<file path="src/bdhc_pkg.sv">
// bdhc_pkg: shared constants, class codes and structs for the button
// debounce and hold classifier. No dependencies.
`default_nettype none

package bdhc_pkg;

  localparam int SLOT_COUNT  = 4;
  localparam int NUM_BUTTONS = 4;

  localparam int DEB_W   = 8;
  localparam int PRESS_W = 16;
  localparam int CLASS_W = 2;

  localparam int IN_DATA_W  = 8;
  localparam int OUT_DATA_W = 16;
  localparam int CFG_IDX_W  = 2;
  localparam int CFG_DATA_W = 16;

  localparam logic [CFG_IDX_W-1:0] REG_DEBOUNCE   = 2'd0;
  localparam logic [CFG_IDX_W-1:0] REG_HOLD       = 2'd1;
  localparam logic [CFG_IDX_W-1:0] REG_LONG_PRESS = 2'd2;

  localparam logic [DEB_W-1:0]   DEBOUNCE_RST   = 8'd1;
  localparam logic [PRESS_W-1:0] HOLD_RST       = 16'd20;
  localparam logic [PRESS_W-1:0] LONG_PRESS_RST = 16'd60;

  localparam logic [CLASS_W-1:0] CLS_RELEASED = 2'd0;
  localparam logic [CLASS_W-1:0] CLS_PRESSED  = 2'd1;
  localparam logic [CLASS_W-1:0] CLS_HELD     = 2'd2;
  localparam logic [CLASS_W-1:0] CLS_LONG     = 2'd3;

  typedef struct packed {
    logic [DEB_W-1:0]   debounce_ticks;
    logic [PRESS_W-1:0] hold_ticks;
    logic [PRESS_W-1:0] long_press_ticks;
  } bdhc_cfg_t;

  typedef struct packed {
    logic [CLASS_W-1:0] press_class;
    logic               level;
  } bdhc_lane_out_t;

endpackage

`default_nettype wire

</file>
<file path="src/bdhc_lane.sv">
// bdhc_lane: debounce and press classification for one button.
// Depends on bdhc_pkg.
`default_nettype none

module bdhc_lane (
  input  wire                      clk,
  input  wire                      rst_n,
  input  wire                      en,
  input  wire                      raw,
  input  wire bdhc_pkg::bdhc_cfg_t cfg,
  output bdhc_pkg::bdhc_lane_out_t res
);
  import bdhc_pkg::*;

  logic               last_raw_r, last_raw_nxt;
  logic [DEB_W-1:0]   stable_r, stable_nxt;
  logic               level_r, level_nxt;
  logic [PRESS_W-1:0] press_r, press_nxt;
  logic [CLASS_W-1:0] class_r, class_nxt;
  logic [PRESS_W-1:0] press_inc;
  logic               accepted;

  always_comb begin
    last_raw_nxt = raw;
    if (raw != last_raw_r) begin
      stable_nxt = '0;
    end else if (stable_r != {DEB_W{1'b1}}) begin
      stable_nxt = stable_r + 1'b1;
    end else begin
      stable_nxt = stable_r;
    end

    press_inc = (press_r != {PRESS_W{1'b1}}) ? press_r + 1'b1 : press_r;
    accepted  = (stable_nxt >= cfg.debounce_ticks);

    press_nxt = press_inc;
    class_nxt = class_r;
    level_nxt = level_r;
    if (accepted) begin
      level_nxt = raw;
      if (raw && !level_r) begin
        class_nxt = CLS_PRESSED;
        press_nxt = '0;
      end else if (!raw && level_r) begin
        class_nxt = CLS_RELEASED;
      end else if (raw && level_r) begin
        priority if (press_inc >= cfg.long_press_ticks) begin
          class_nxt = CLS_LONG;
        end else if (press_inc >= cfg.hold_ticks) begin
          class_nxt = CLS_HELD;
        end else begin
          class_nxt = CLS_PRESSED;
        end
      end
    end
  end

  always_ff @(posedge clk) begin
    if (!rst_n) begin
      last_raw_r <= 1'b0;
      stable_r   <= '0;
      level_r    <= 1'b0;
      press_r    <= '0;
      class_r    <= CLS_RELEASED;
    end else if (en) begin
      last_raw_r <= last_raw_nxt;
      stable_r   <= stable_nxt;
      level_r    <= level_nxt;
      press_r    <= press_nxt;
      class_r    <= class_nxt;
    end
  end

  // result reflects the state after this tick
  assign res.press_class = class_nxt;
  assign res.level       = level_nxt;

endmodule

`default_nettype wire

</file>
<file path="src/bdhc_merge.sv">
// bdhc_merge: packs the lane results into one beat and holds it in the
// output register. Depends on bdhc_pkg.
`default_nettype none

module bdhc_merge (
  input  wire                                              clk,
  input  wire                                              rst_n,
  input  wire                                              load,
  input  wire                                              out_tready,
  input  wire bdhc_pkg::bdhc_lane_out_t [bdhc_pkg::SLOT_COUNT-1:0] lane_res,
  output logic                                             out_tvalid,
  output logic [bdhc_pkg::OUT_DATA_W-1:0]                  out_tdata,
  output logic                                             busy
);
  import bdhc_pkg::*;

  localparam int PAD_W = OUT_DATA_W - SLOT_COUNT * (CLASS_W + 1);

  logic                  valid_r, valid_nxt;
  logic [OUT_DATA_W-1:0] data_r, data_nxt;
  logic [SLOT_COUNT*CLASS_W-1:0] classes;
  logic [SLOT_COUNT-1:0]         levels;

  always_comb begin
    for (int b = 0; b < SLOT_COUNT; b++) begin
      classes[b*CLASS_W +: CLASS_W] = lane_res[b].press_class;
      levels[b]                     = lane_res[b].level;
    end
    data_nxt  = {{PAD_W{1'b0}}, levels, classes};
    valid_nxt = load | (valid_r & ~out_tready);
  end

  always_ff @(posedge clk) begin
    if (!rst_n) begin
      valid_r <= 1'b0;
    end else begin
      valid_r <= valid_nxt;
    end
  end

  always_ff @(posedge clk) begin
    if (load) begin
      data_r <= data_nxt;
    end
  end

  assign out_tvalid = valid_r;
  assign out_tdata  = data_r;
  assign busy       = valid_r & ~out_tready;

endmodule

`default_nettype wire

</file>
<file path="src/button_debounce_hold_classifier_unit.sv">
// Top level of the four-button debouncer and press classifier.
// Depends on bdhc_pkg, bdhc_lane and bdhc_merge.
//
// Usage:
//   in_*  : one beat per update tick, in_tdata[3:0] = raw levels of buttons
//           zero to three (1 pressed), upper bits ignored.
//   out_* : one beat per input beat, out_tdata[7:0] = two-bit class of each
//           button (released, pressed, held, long press), [11:8] = debounced
//           levels, [15:12] zero.
//   cfg_* : register writes, index 0 debounce ticks, 1 hold ticks, 2 long
//           press ticks; other indexes ignored. cfg_ready is always high.
//   The result beat appears in the cycle after its input beat. While out_tready
//   is high, one beat per cycle is sustained: each button has its own lane,
//   all four update in the same cycle, and the output register is reloaded
//   while the previous result is taken.
//   Reset clears all button state and loads the default thresholds (1, 20,
//   60). When out_tready is low with a result pending, in_tready drops and
//   the held result stays unchanged until taken.
`default_nettype none

module button_debounce_hold_classifier_unit (
  input  wire                               clk,
  input  wire                               rst_n,
  input  wire                               in_tvalid,
  output logic                              in_tready,
  // raw_zero, raw_one, raw_two, raw_three, zero pad
  input  wire  [bdhc_pkg::IN_DATA_W-1:0]    in_tdata,
  output logic                              out_tvalid,
  input  wire                               out_tready,
  // class_zero..class_three (2b each), level_zero..level_three, zero pad
  output logic [bdhc_pkg::OUT_DATA_W-1:0]   out_tdata,
  input  wire                               cfg_valid,
  output logic                              cfg_ready,
  input  wire  [bdhc_pkg::CFG_IDX_W-1:0]    cfg_index,
  input  wire  [bdhc_pkg::CFG_DATA_W-1:0]   cfg_data
);
  import bdhc_pkg::*;

  bdhc_cfg_t                       cfg_r;
  bdhc_lane_out_t [SLOT_COUNT-1:0] lane_res;
  logic                            accept;
  logic                            busy;

  assign cfg_ready = 1'b1;
  assign in_tready = ~busy;
  assign accept    = in_tvalid & in_tready;

  always_ff @(posedge clk) begin
    if (!rst_n) begin
      cfg_r.debounce_ticks   <= DEBOUNCE_RST;
      cfg_r.hold_ticks       <= HOLD_RST;
      cfg_r.long_press_ticks <= LONG_PRESS_RST;
    end else if (cfg_valid) begin
      unique case (cfg_index)
        REG_DEBOUNCE:   cfg_r.debounce_ticks   <= cfg_data[DEB_W-1:0];
        REG_HOLD:       cfg_r.hold_ticks       <= cfg_data[PRESS_W-1:0];
        REG_LONG_PRESS: cfg_r.long_press_ticks <= cfg_data[PRESS_W-1:0];
        default: ;
      endcase
    end
  end

  for (genvar b = 0; b < SLOT_COUNT; b++) begin : g_lane
    if (b < NUM_BUTTONS) begin : g_on
      bdhc_lane u_lane (
        .clk   (clk),
        .rst_n (rst_n),
        .en    (accept),
        .raw   (in_tdata[b]),
        .cfg   (cfg_r),
        .res   (lane_res[b])
      );
    end else begin : g_off
      assign lane_res[b] = '0;
    end
  end

  bdhc_merge u_merge (
    .clk        (clk),
    .rst_n      (rst_n),
    .load       (accept),
    .out_tready (out_tready),
    .lane_res   (lane_res),
    .out_tvalid (out_tvalid),
    .out_tdata  (out_tdata),
    .busy       (busy)
  );

endmodule

`default_nettype wire

</file>
<file path="config.mk">
export PLATFORM = sky130hd
export DESIGN_NAME = button_debounce_hold_classifier_unit
export DESIGN_NICKNAME = d
export VERILOG_FILES = /design/src/bdhc_pkg.sv /design/src/bdhc_lane.sv /design/src/bdhc_merge.sv /design/src/button_debounce_hold_classifier_unit.sv
export SDC_FILE = /design/constraint.sdc
export NUM_CORES = 1
export LEC_CHECK = 0
export ABC_AREA = 1
export ABC_CLOCK_PERIOD_IN_PS = 2800
export BUFFER_PORTS_ARGS = -buffer_cell sky130_fd_sc_hd__buf_2
export CORE_MARGIN = 1.5
export CORE_UTILIZATION = 57
export CTS_CLUSTER_SIZE = 14
export DETAILED_ROUTE_END_ITERATION = 7
export GPL_ROUTABILITY_DRIVEN = 0
export PLACE_DENSITY = 0.77
export SYNTH_ARGS = -nofsm -noshare
export SYNTH_HDL_FRONTEND = slang
export SYNTH_SLANG_ARGS = --single-unit
export TNS_END_PERCENT = 10
</file>
<file path="constraint.sdc">
create_clock -name clk -period 2.8 [get_ports clk]
set_clock_uncertainty 0.15 [all_clocks]
set_input_delay 0.56 -clock clk [delete_from_list [all_inputs] [get_ports clk]]
set_output_delay 0.56 -clock clk [all_outputs]
set_load 0.005 [all_outputs]
</file>
-- Yosys cells after proc, flatten, opt, wreduce, memory -nomap -nowiden
Index checks and enable logic that the tools add are counted.
- register bits: 165
- input bits: 31
- add/sub/neg operators: 8
- $lt $le $gt $ge: 12
- equal/unequal tests: 14
- muxes and demuxes: 48
- bitwise operators: 5
- reductions and logical operators: 24
- operator list (kind ; number):
    16-bit 2-to-1 mux ; 12
    16-bit >= comparator ; 8
    16-bit by 1-bit adder with 16-bit output, second input constant ; 4
    8-bit 2-to-1 mux ; 8
    16-bit inequality test, second input constant ; 4
    2-bit 2-to-1 mux ; 24
    8-bit by 1-bit adder with 8-bit output, second input constant ; 4
    8-bit >= comparator ; 4
    8-bit inequality test, second input constant ; 4
    1-bit logical AND ; 12
    1-bit zero test ; 8
    2-bit AND reduction ; 3
    1-bit 2-to-1 mux ; 4
    1-bit inequality test ; 4
    1-bit AND ; 2
    2-bit by 1-bit equality test with 1-bit output, second input constant ; 1
    2-bit equality test, second input constant ; 1
    2-bit zero test ; 1
    1-bit inverter ; 2
    1-bit bitwise OR ; 1

-- Logic depth before layout (Yosys ltp)
Gate-level depths: netlist (run 1).
- depth in word-level cells: 9
- gate-level depth with buffers: 25
- mapped depth without buffers: 25

-- Hierarchy
From an unflattened synthesis (run 1), not the netlist that was laid out.
- cell total of the unflattened synthesis: 2059
- area total of the unflattened synthesis: 14053.5 sq um
- by module, submodules not included (module ; instances ; cells each ; area an instance (sq um) ; sequential area each (sq um)):
    bdhc_lane (g_lane[0].g_on.u_lane ...) ; 3 ; 446 ; 2986.6 ; 560.5
    bdhc_lane (g_lane[1].g_on.u_lane) ; 1 ; 444 ; 2952.8 ; 560.5
    button_debounce_hold_classifier_unit ; 1 ; 253 ; 1696.6 ; 800.8
    bdhc_merge ; 1 ; 24 ; 444.2 ; 380.4

-- Least setup slack after synthesis (run 1)
Ideal clock, no wire load.
- kind: input to register
- start: input in_tdata[2] (netlist name)
- end: register g_lane[2].g_on.u_lane.press_r[10]
- arrival: 2693 ps
- required time: 2580 ps
- setup slack: -114 ps
- stages: 13
- buffers on the path: 1
- cells stage by stage: xnor2_1 > inv_1 > or3_1 > inv_1 > ha_1 > nand2_1 > nor2_1 > a211oi_2 > nand3_1 > a31oi_2 > buf_4 > nand2_1 > a21oi_1
- longest elaborated chain between the ends: 4
- elaborated cells between the ends (all ways): 6
- ends and longest elaborated chain (item ; RTL line ; source):
    start, declared ; button_debounce_hold_classifier_unit.sv:27 ; input wire [bdhc_pkg::IN_DATA_W-1:0] in_tdata,
    1-bit inequality test ; bdhc_lane.sv:25 ; if (raw != last_raw_r) begin
    8-bit 2-to-1 mux ; bdhc_lane.sv:25 ;
    via g_lane[2].g_on.u_lane.stable_nxt[7] ; bdhc_lane.sv:16 ; logic [DEB_W-1:0] stable_r, stable_nxt;
    8-bit >= comparator ; bdhc_lane.sv:34 ; accepted = (stable_nxt >= cfg.debounce_ticks);
    16-bit 2-to-1 mux ; bdhc_lane.sv:39 ; if (accepted) begin
    end signal, assigned ; bdhc_lane.sv:69 ; press_r <= press_nxt;
    end, declared ; bdhc_lane.sv:18 ; logic [PRESS_W-1:0] press_r, press_nxt;
The timed path passes the listed nets, and every way through them passes these cells.
A chain may end at the register's enable or synchronous reset.

-- Final worst setup path (run 1)
- start: register g_lane[0].g_on.u_lane.press_r[0]
- end: register u_merge.data_r[1] (netlist: u_merge.out_tdata[1]) (data pin)
- longest elaborated chain between the ends: 9
- elaborated cells between the ends (all ways): 11
- ends and longest elaborated chain (item ; RTL line ; source):
    start, declared ; bdhc_lane.sv:18 ;
    start signal, assigned ; bdhc_lane.sv:69 ;
    16-bit by 1-bit adder with 16-bit output / 16-bit inequality test (equally long branches) ; bdhc_lane.sv:33 ; press_inc = (press_r != {PRESS_W{1'b1}}) ? press_r + 1'b1 : press_r;
    16-bit 2-to-1 mux (*) ; bdhc_lane.sv:33 ;
    16-bit >= comparator ; bdhc_lane.sv:49 ; end else if (press_inc >= cfg.hold_ticks) begin
    2-bit 2-to-1 mux ; bdhc_lane.sv:49 ;
    2-bit 2-to-1 mux (*) ; bdhc_lane.sv:47 ; priority if (press_inc >= cfg.long_press_ticks) begin
    2-bit 2-to-1 mux (*) ; bdhc_lane.sv:46 ; end else if (raw && level_r) begin
    2-bit 2-to-1 mux (*) ; bdhc_lane.sv:44 ; end else if (!raw && level_r) begin
    2-bit 2-to-1 mux (*) ; bdhc_lane.sv:41 ; if (raw && !level_r) begin
    2-bit 2-to-1 mux (*) ; bdhc_lane.sv:39 ;
    via g_lane[0].g_on.u_lane.class_nxt[1] ; bdhc_lane.sv:19 ; logic [CLASS_W-1:0] class_r, class_nxt;
    end signal, assigned ; bdhc_merge.sv:43 ; data_r <= data_nxt;
    end, declared ; bdhc_merge.sv:20 ; logic [OUT_DATA_W-1:0] data_r, data_nxt;
The timed path passes the listed nets; every way through them passes the cells marked *.

==> impl_metrics.env, run 1 <==
export IMPL_vias=14500
export IMPL_fin_crit_sh=1.19
export IMPL_setup_ws_ns=-0.529
export IMPL_syn_area_um2=12500
export IMPL_synth_cell_types=51
export IMPL_cp_start_kind="flop"
export IMPL_cts_max_level=4
export IMPL_placed_cell_area_um2=14600
export IMPL_r2r_cells=20
export IMPL_slew_headroom=0.438
export IMPL_antennaDiodeCount=0
export IMPL_ir_worst_vdd_mv=0.443
export IMPL_final_common_cell="nand2_1"
export IMPL_row_count=53
export IMPL_slew_viol_final=0
export IMPL_die_area_um2=22800
export IMPL_core_area_um2=21200
export IMPL_violations="design-rule violations, negative setup slack"
export IMPL_cts_buffers=17
export IMPL_cp_end_kind="flop"
export IMPL_rsz0062_at_grt="true"
export IMPL_status="finished with violations"
export IMPL_hold_violations=0
export IMPL_nets=2309
export IMPL_holdPathStages=3
export IMPL_whs_endpoint="cfg_r[2]$_SDFFE_PN1P_"
export IMPL_syn_inst=1822
export IMPL_clk_pin_slew_worst_paths_ns=0.07
export IMPL_die_h_um=151
export IMPL_final_cell_mix="377 x nand2_1, 259 x buf_4, 198 x inv_1"
export IMPL_placed_cells=2312
export IMPL_grt_pass1_wl_um=62800
export IMPL_setup_viol=65
export IMPL_syn_avg_cell_area_um2=6.84
export IMPL_clock_latency_ns=0.46
export IMPL_cap_violations=0
export IMPL_final_area_um2=17000
export IMPL_layout_drive_gt1_share=0.322
export IMPL_die_w_um=151
export IMPL_grt_usage=0.349
export IMPL_cts_path_max_buffers=2
export IMPL_port_buffers=40
export IMPL_critical_path_class="reg2reg"
export IMPL_initial_utilization=0.587
export IMPL_worst_hold_path_type="in2reg"
export IMPL_firstDrtPassIters=8
export IMPL_fill_cells=1272
export IMPL_r2r_setup_slack_ns=-0.53
export IMPL_dp_hpwl_um=25300
export IMPL_dr_first_iter_drc_count=1457
export IMPL_power_mw=6.97
export IMPL_synth_seq_cells=165
export IMPL_area_growth_pct=36.6
export IMPL_path_max_fanout=3
export IMPL_p_leak_nw=8.26
export IMPL_async_flop_share=0
export IMPL_rr_startpoint="g_lane[0].g_on.u_lane.press_r[0]$_SDFFE_PN0P_"
export IMPL_fin_crit_ns=3.33
export IMPL_crit_required_ns=2.86
export IMPL_final_cells=2398
export IMPL_grt_max_degree=100
export IMPL_ios=50
export IMPL_power_density_nw_per_um2=409
export IMPL_grt_pass1_vias=13400
export IMPL_hp_start="cfg_data[2]"
export IMPL_wl_um=45200
export IMPL_yosysSeqAreaShare=0.275
export IMPL_overflow=0
export IMPL_via_per_inst=6.04
export IMPL_antenna_left=0
export IMPL_worstReg2RegEnd="u_merge.out_tdata[1]$_DFFE_PP_"
export IMPL_yosysWarnings=0
export IMPL_cts_tree="yes"
export IMPL_clock_sinks=165
export IMPL_crit_arrival_ns=3.39
export IMPL_synth_ff_type="dfxtp_1"
export IMPL_tightestPinTransition_ns=0.843
export IMPL_fmax_ghz=0.300
export IMPL_post_drt_wl_per_cell_um=18.8
export IMPL_clockRootBuffer="clkbuf_16"
export IMPL_drc_errors=15
export IMPL_antenna_found_initial=0
export IMPL_cts_hold_buffers=0
export IMPL_tns_ns=-10.51
export IMPL_synth_edf_count=12
[worst max path at each step]
| stage | start | endpoint | cells past startpoint |
|---|---|---|---|
| detailed placement | g_lane[2].g_on.u_lane.stable_r[0]$_SDFFE_PN0P_ | u_merge.out_tdata[4]$_DFFE_PP_ | 16 |
| global route | g_lane[0].g_on.u_lane.press_r[0]$_SDFFE_PN0P_ | g_lane[0].g_on.u_lane.class_r[1]$_SDFFE_PN0P_ | 22 |
| finish | g_lane[0].g_on.u_lane.press_r[0]$_SDFFE_PN0P_ | u_merge.out_tdata[1]$_DFFE_PP_ | 20 |
| CTS | g_lane[3].g_on.u_lane.press_r[0]$_SDFFE_PN0P_ | u_merge.out_tdata[6]$_DFFE_PP_ | 24 |
| global placement | g_lane[1].g_on.u_lane.press_r[0]$_SDFFE_PN0P_ | u_merge.out_tdata[2]$_DFFE_PP_ | 20 |
| floorplan | g_lane[3].g_on.u_lane.press_r[1]$_SDFFE_PN0P_ | u_merge.out_tdata[7]$_DFFE_PP_ | 23 |
[synth_stat cells (3+ instances only)]
library cell  number  area, um2
nand2_1          450       1690
inv_1            212        796
a21oi_1          203       1020
ha_1             168       2100
dfxtp_1          153       3060
nor2_1           135        507
nand3_1          109        546
o21ai_0          102        510
xor2_1            43        377
clkbuf_1          37        139
nand4_1           31        194
nor3_1            22        110
xnor2_1           16        140
inv_2             13       48.8
edfxtp_1          12        360
buf_2             10       50.1
nand2_2            9       56.3
o21a_1             8       60.1
and2_1             7       43.8
o211ai_1           7       52.6
or2_2              7       43.8
a211oi_1           6       45.0
buf_4              6       45.0
nor2_2             6       37.5
nor4_1             6       37.5
a21oi_2            5       43.8
nand3_2            4       40.0
nor2_4             3       33.8
o21ai_2            3       26.3
[per-stage QoR]
| step | hold slack (ns) | worst slack, ns | util |
|---|---|---|---|
| floorplan | 0.308 | -0.111 | - |
| global placement | 0.319 | -0.241 | 0.688 |
| detailed placement | 0.332 | -0.284 | 0.688 |
| CTS | 0.222 | -0.238 | 0.769 |
| global route | 0.238 | -0.664 | 0.802 |
| finish | 0.220 | -0.529 | 0.802 |
[power by group]
| group | leakage [nW] | switching, mW | internal, mW | total [mW] |
|---|---|---|---|---|
| logic | 6.59 | 1.11 | 0.755 | 1.87 |
| registers | 1.38 | 0.0837 | 2.52 | 2.61 |
| clock network | 0.288 | 1.16 | 1.34 | 2.49 |
[final cells by class]
type                    instances  area, um2  area share
clock buffers                  17        425      0.0250
clock inverters                15        166     0.00978
inverters                     228        877      0.0515
multi-input cells            1378       9250       0.543
flip-flops and latches        165       3480       0.204
well taps                     275        344      0.0202
repair buffers                318       2470       0.145
repair inverters                2       15.0    0.000882
[state kept, by name (all words and copies together) (netlist names)]
name / cells
g_lane.g_on.u_lane.class_r: 8
u_merge.out_tvalid: 1
g_lane.g_on.u_lane.press_r: 64
g_lane.g_on.u_lane.stable_r: 32
g_lane.g_on.u_lane.last_raw_r: 4
g_lane.g_on.u_lane.level_r: 4
u_merge.out_tdata: 12
cfg_r: 40
[critical path, stage by stage, from the launching register on]
cell and delay (ns):
dfxtp_4 0.37, ha_4 0.16, nand3_2 0.09, or2_4 0.28, nor2_4 0.16, buf_12 0.15
nor2_2 0.06, nor2_4 0.21, ha_4 0.26, nand2_2 0.07, nand2_1 0.06, nand2_2 0.15
nand2_2 0.17, nor2_2 0.15, nor2_1 0.06, nor2_2 0.13, nand3_2 0.09, nand2_1 0.08
nand2_1 0.07, nand2_2 0.08, nand2_2 0.06
[cells by family (layout without fill, tap and decap cells)]
kind of cell,count (synthesis),count (layout),synth area share
simple gates,803,803,0.280
compound gates,343,343,0.147
buf+inv,282,580,0.0880
fa+ha+maj,168,168,0.169
flops,165,165,0.275
xor+xnor,59,59,0.0415
other cells,2,5,0.000603
[routing by layer]
metal,up-vias,global-route usage,routed length [um]
met2,914,0.619,21100
met3,342,0.0566,4640
met4,0,0.193,3060
li1,6577,-,-
met1,6645,0.399,16400
met5,-,0,0
[repair_timing]
item,CTS,global route
endpoints found under the hold margin,0,0
cloned,3,0
resized for setup,175,173
endpoints found under the setup margin,88,88
pin swaps,60,69
buffers inserted,42,12
Power figures use the tool's default switching activity.
==> inputs of run 2 (changes only) <==
--- a/config.mk
+++ b/config.mk
@@ -9,12 +9,12 @@
 export ABC_CLOCK_PERIOD_IN_PS = 2800
 export BUFFER_PORTS_ARGS = -buffer_cell sky130_fd_sc_hd__buf_2
 export CORE_MARGIN = 1.5
-export CORE_UTILIZATION = 57
+export CORE_UTILIZATION = 35
 export CTS_CLUSTER_SIZE = 14
 export DETAILED_ROUTE_END_ITERATION = 7
 export GPL_ROUTABILITY_DRIVEN = 0
-export PLACE_DENSITY = 0.77
 export SYNTH_ARGS = -nofsm -noshare
 export SYNTH_HDL_FRONTEND = slang
+export SYNTH_HIERARCHICAL = 1
 export SYNTH_SLANG_ARGS = --single-unit
 export TNS_END_PERCENT = 10
==> run 2 against run 1 <==
Net effect:
- the flow finishes with violations (negative setup slack)
- synthesized cell count increased by 13%
- power down 4.7%
- utilization down 34 points
- clock power is 8.8% lower
- sequential power increased by 2%
==> impl_metrics.env, run 2 <==
export IMPL_antenna_left=0
export IMPL_port_buffers=40
export IMPL_drc_errors=0
export IMPL_final_cell_mix="469 x nand2_1, 365 x inv_1, 257 x buf_4"
export IMPL_cap_violations=0
export IMPL_r2r_setup_slack_ns=-0.19
export IMPL_clockRootBuffer="clkbuf_16"
export IMPL_rsz0062_at_grt="true"
export IMPL_cts_tree="yes"
export IMPL_critical_path_class="reg2reg"
export IMPL_ir_worst_vdd_mv=0.326
export IMPL_core_area_um2=39600
export IMPL_setup_viol=24
export IMPL_initial_utilization=0.355
export IMPL_synth_compound_area_frac=0.115
export IMPL_area_growth_pct=31.7
export IMPL_timing_hold_ws_ns=0.209
export IMPL_r2r_cells=20
export IMPL_clock_sinks=165
export IMPL_layout_drive_gt1_share=0.296
export IMPL_worstReg2RegEnd="u_merge/out_tdata[6]$_DFFE_PP_"
export IMPL_fin_crit_ns=2.99
export IMPL_grt_max_degree=70
export IMPL_antenna_found_initial=0
export IMPL_startpoint="g_lane[3].g_on.u_lane/press_r[0]$_SDFFE_PN0P_"
export IMPL_ios=50
export IMPL_syn_avg_cell_area_um2=6.83
export IMPL_antennaDiodeCount=0
export IMPL_setup_ws_ns=-0.195
export IMPL_syn_area_um2=14100
export IMPL_synth_adder_area_share=0.150
export IMPL_yosysSeqAreaShare=0.244
export IMPL_cts_max_level=4
export IMPL_die_h_um=203
export IMPL_tightestPinTransition_ns=0.886
export IMPL_clock_latency_ns=0.45
export IMPL_synth_seq_cells=165
export IMPL_yosys_area_top_type_share=0.218
export IMPL_die_w_um=203
export IMPL_synthSimpleGateAreaFrac=0.320
export IMPL_dr_first_iter_drc_count=815
export IMPL_cts_path_max_buffers=2
export IMPL_path_max_fanout=6
export IMPL_syn_inst=2059
export IMPL_synth_cell_types=51
export IMPL_yosysMostFrequentCell="nand2_1"
export IMPL_slew_headroom=0.409
export IMPL_fin_crit_sh=1.07
export IMPL_dp_hpwl_um=29300
export IMPL_cp_end_kind="flop"
export IMPL_synth_area_leaders="dfxtp_1 22%, ha_1 15%, nand2_1 13%, inv_1 9.9%, a21oi_1 5.3%"
export IMPL_reg_top3="g_lane.g_on.u_lane/press_r (64), cfg_r (40), g_lane.g_on.u_lane/stable_r (32)"
export IMPL_cts_buffers=17
export IMPL_largest_register_ffs=64
export IMPL_fmax_ghz=0.334
export IMPL_worst_hold_path_type="in2reg"
export IMPL_synth_top_family_by_area="simple AND/OR/NAND/NOR gates"
export IMPL_violations="negative setup slack"
export IMPL_tns_ns=-1.41
export IMPL_yosysWarnings=6
export IMPL_crit_required_ns=2.87
export IMPL_wl_um=40900
export IMPL_final_common_cell="nand2_1"
export IMPL_vias=13700
export IMPL_yosys_area_top_type="dfxtp_1"
export IMPL_nets=2538
export IMPL_via_per_inst=4.77
export IMPL_status="finished with violations"
export IMPL_slew_viol_final=0
export IMPL_row_count=73
export IMPL_grt_pass1_wl_um=64500
export IMPL_post_drt_wl_per_cell_um=14.2
export IMPL_synthMuxAreaShare=0
export IMPL_overflow=0
export IMPL_hold_violations=0
export IMPL_async_flop_share=0
export IMPL_clk_pin_slew_worst_paths_ns=0.07
export IMPL_rr_startpoint="g_lane[3].g_on.u_lane/press_r[0]$_SDFFE_PN0P_"
export IMPL_cp_start_kind="flop"
export IMPL_grt_usage=0.196
export IMPL_p_leak_nw=9.26
export IMPL_grt_pass1_vias=13000
export IMPL_max_flop_register="g_lane.g_on.u_lane/press_r"
export IMPL_synth_ff_type="dfxtp_1"
export IMPL_synthXorXnorAreaFrac=0.0373
export IMPL_endpoint="u_merge/out_tdata[6]$_DFFE_PP_"
export IMPL_synth_top_cells_by_count="495 x nand2_1, 371 x inv_1, 168 x ha_1, 161 x nor2_1, 153 x dfxtp_1"
export IMPL_die_area_um2=41400
export IMPL_dpl_worst_slack_ns=-0.381
export IMPL_synth_edf_count=12
export IMPL_crit_arrival_ns=3.06
export IMPL_power_density_nw_per_um2=359
export IMPL_firstDrtPassIters=5
export IMPL_placed_cells=2825
export IMPL_final_cells=2877
-- run 2: changes by cell type after synthesis, sizes merged, moves of 14 or more --
cell | previous run | this run
buf | 17 | 37
nand3 | 113 | 146
inv | 226 | 386
nor2 | 144 | 165
clkbuf | 37 | 23
nand2 | 461 | 538
o21ai | 107 | 62
a21oi | 208 | 180
-- run 2: power breakdown --
group	total, mW	switching, mW	internal (mW)
sequential	2.67	0.142	2.52
combinational	1.70	0.997	0.703
clock	2.27	1.11	1.17
-- run 2: layout make-up --
cell class / count / area, um2
multi-input cells: 1445 / 9900
well taps: 525 / 657
repair buffers: 318 / 2460
clock inverters: 13 / 96.3
flip-flops and latches: 165 / 3460
clock buffers: 19 / 443
fillers: 3868 / 21100
inverters: 392 / 1490
-- run 2: timing repair --
action,in CTS,in global routing
pin swaps,36,73
hold buffers,0,0
setup endpoints to repair,86,88
gates resized for setup,106,150
setup buffers,11,10
cloned,1,0
-- run 2: metal layers --
metal / routed length [um] / global-route usage
met5: 0 / 0
met4: 991 / 0.0661
met3: 1670 / 0.0297
met2: 19600 / 0.336
met1: 18600 / 0.249
-- run 2: critical path: stages (launching register included) --
cell,delay (ns)
dfxtp_2,0.36
ha_4,0.15
nand3_2,0.08
or3_4,0.44
nor2_8,0.17
inv_4,0.06
buf_12,0.15
o21ai_4,0.09
ha_4,0.24
nand2_1,0.08
inv_1,0.05
nand2_1,0.06
nand2_1,0.05
nand2_1,0.05
nand2_1,0.06
a21oi_2,0.18
nand2_2,0.10
nand2_1,0.08
nand2_1,0.05
nand2_1,0.07
inv_1,0.04
-- run 2: worst min path at each step --
stage / endpoint / slack, ns / startpoint / cells after the start
CTS: cfg_r[26]$_SDFFE_PN0P_ / 0.19 / cfg_data[10] / 3
global placement: u_merge/out_tvalid$_SDFF_PN0_ / 0.31 / u_merge/out_tvalid$_SDFF_PN0_ / 2
floorplan: g_lane[1].g_on.u_lane/press_r[4]$_SDFFE_PN0P_ / 0.32 / g_lane[1].g_on.u_lane/press_r[4]$_SDFFE_PN0P_ / 2
finish: cfg_r[24]$_SDFFE_PN0P_ / 0.21 / cfg_data[8] / 3
global route: cfg_r[25]$_SDFFE_PN0P_ / 0.20 / cfg_data[9] / 3
detailed placement: u_merge/out_tvalid$_SDFF_PN0_ / 0.32 / u_merge/out_tvalid$_SDFF_PN0_ / 2
-- run 2: logic make-up (layout without fill, tap and decap cells) --
group,count (synthesis),count (layout)
AOI/OAI and AO/OA,277,277
xor gates and xnor gates,59,59
adders and majority gates,168,168
buffers and inverters,452,742
DFF,165,165
other,2,5
and+or+nand+nor,936,936
-- run 2: through the flow --
stage                     area, um2  power [mW]   util
after floorplan               14100        3.61      -
after global placement        16600        4.11  0.418
after detailed placement      16600        4.16  0.418
after CTS                     17700        6.57  0.447
after global routing          18500        7.01  0.467
final                         18500        6.64  0.467
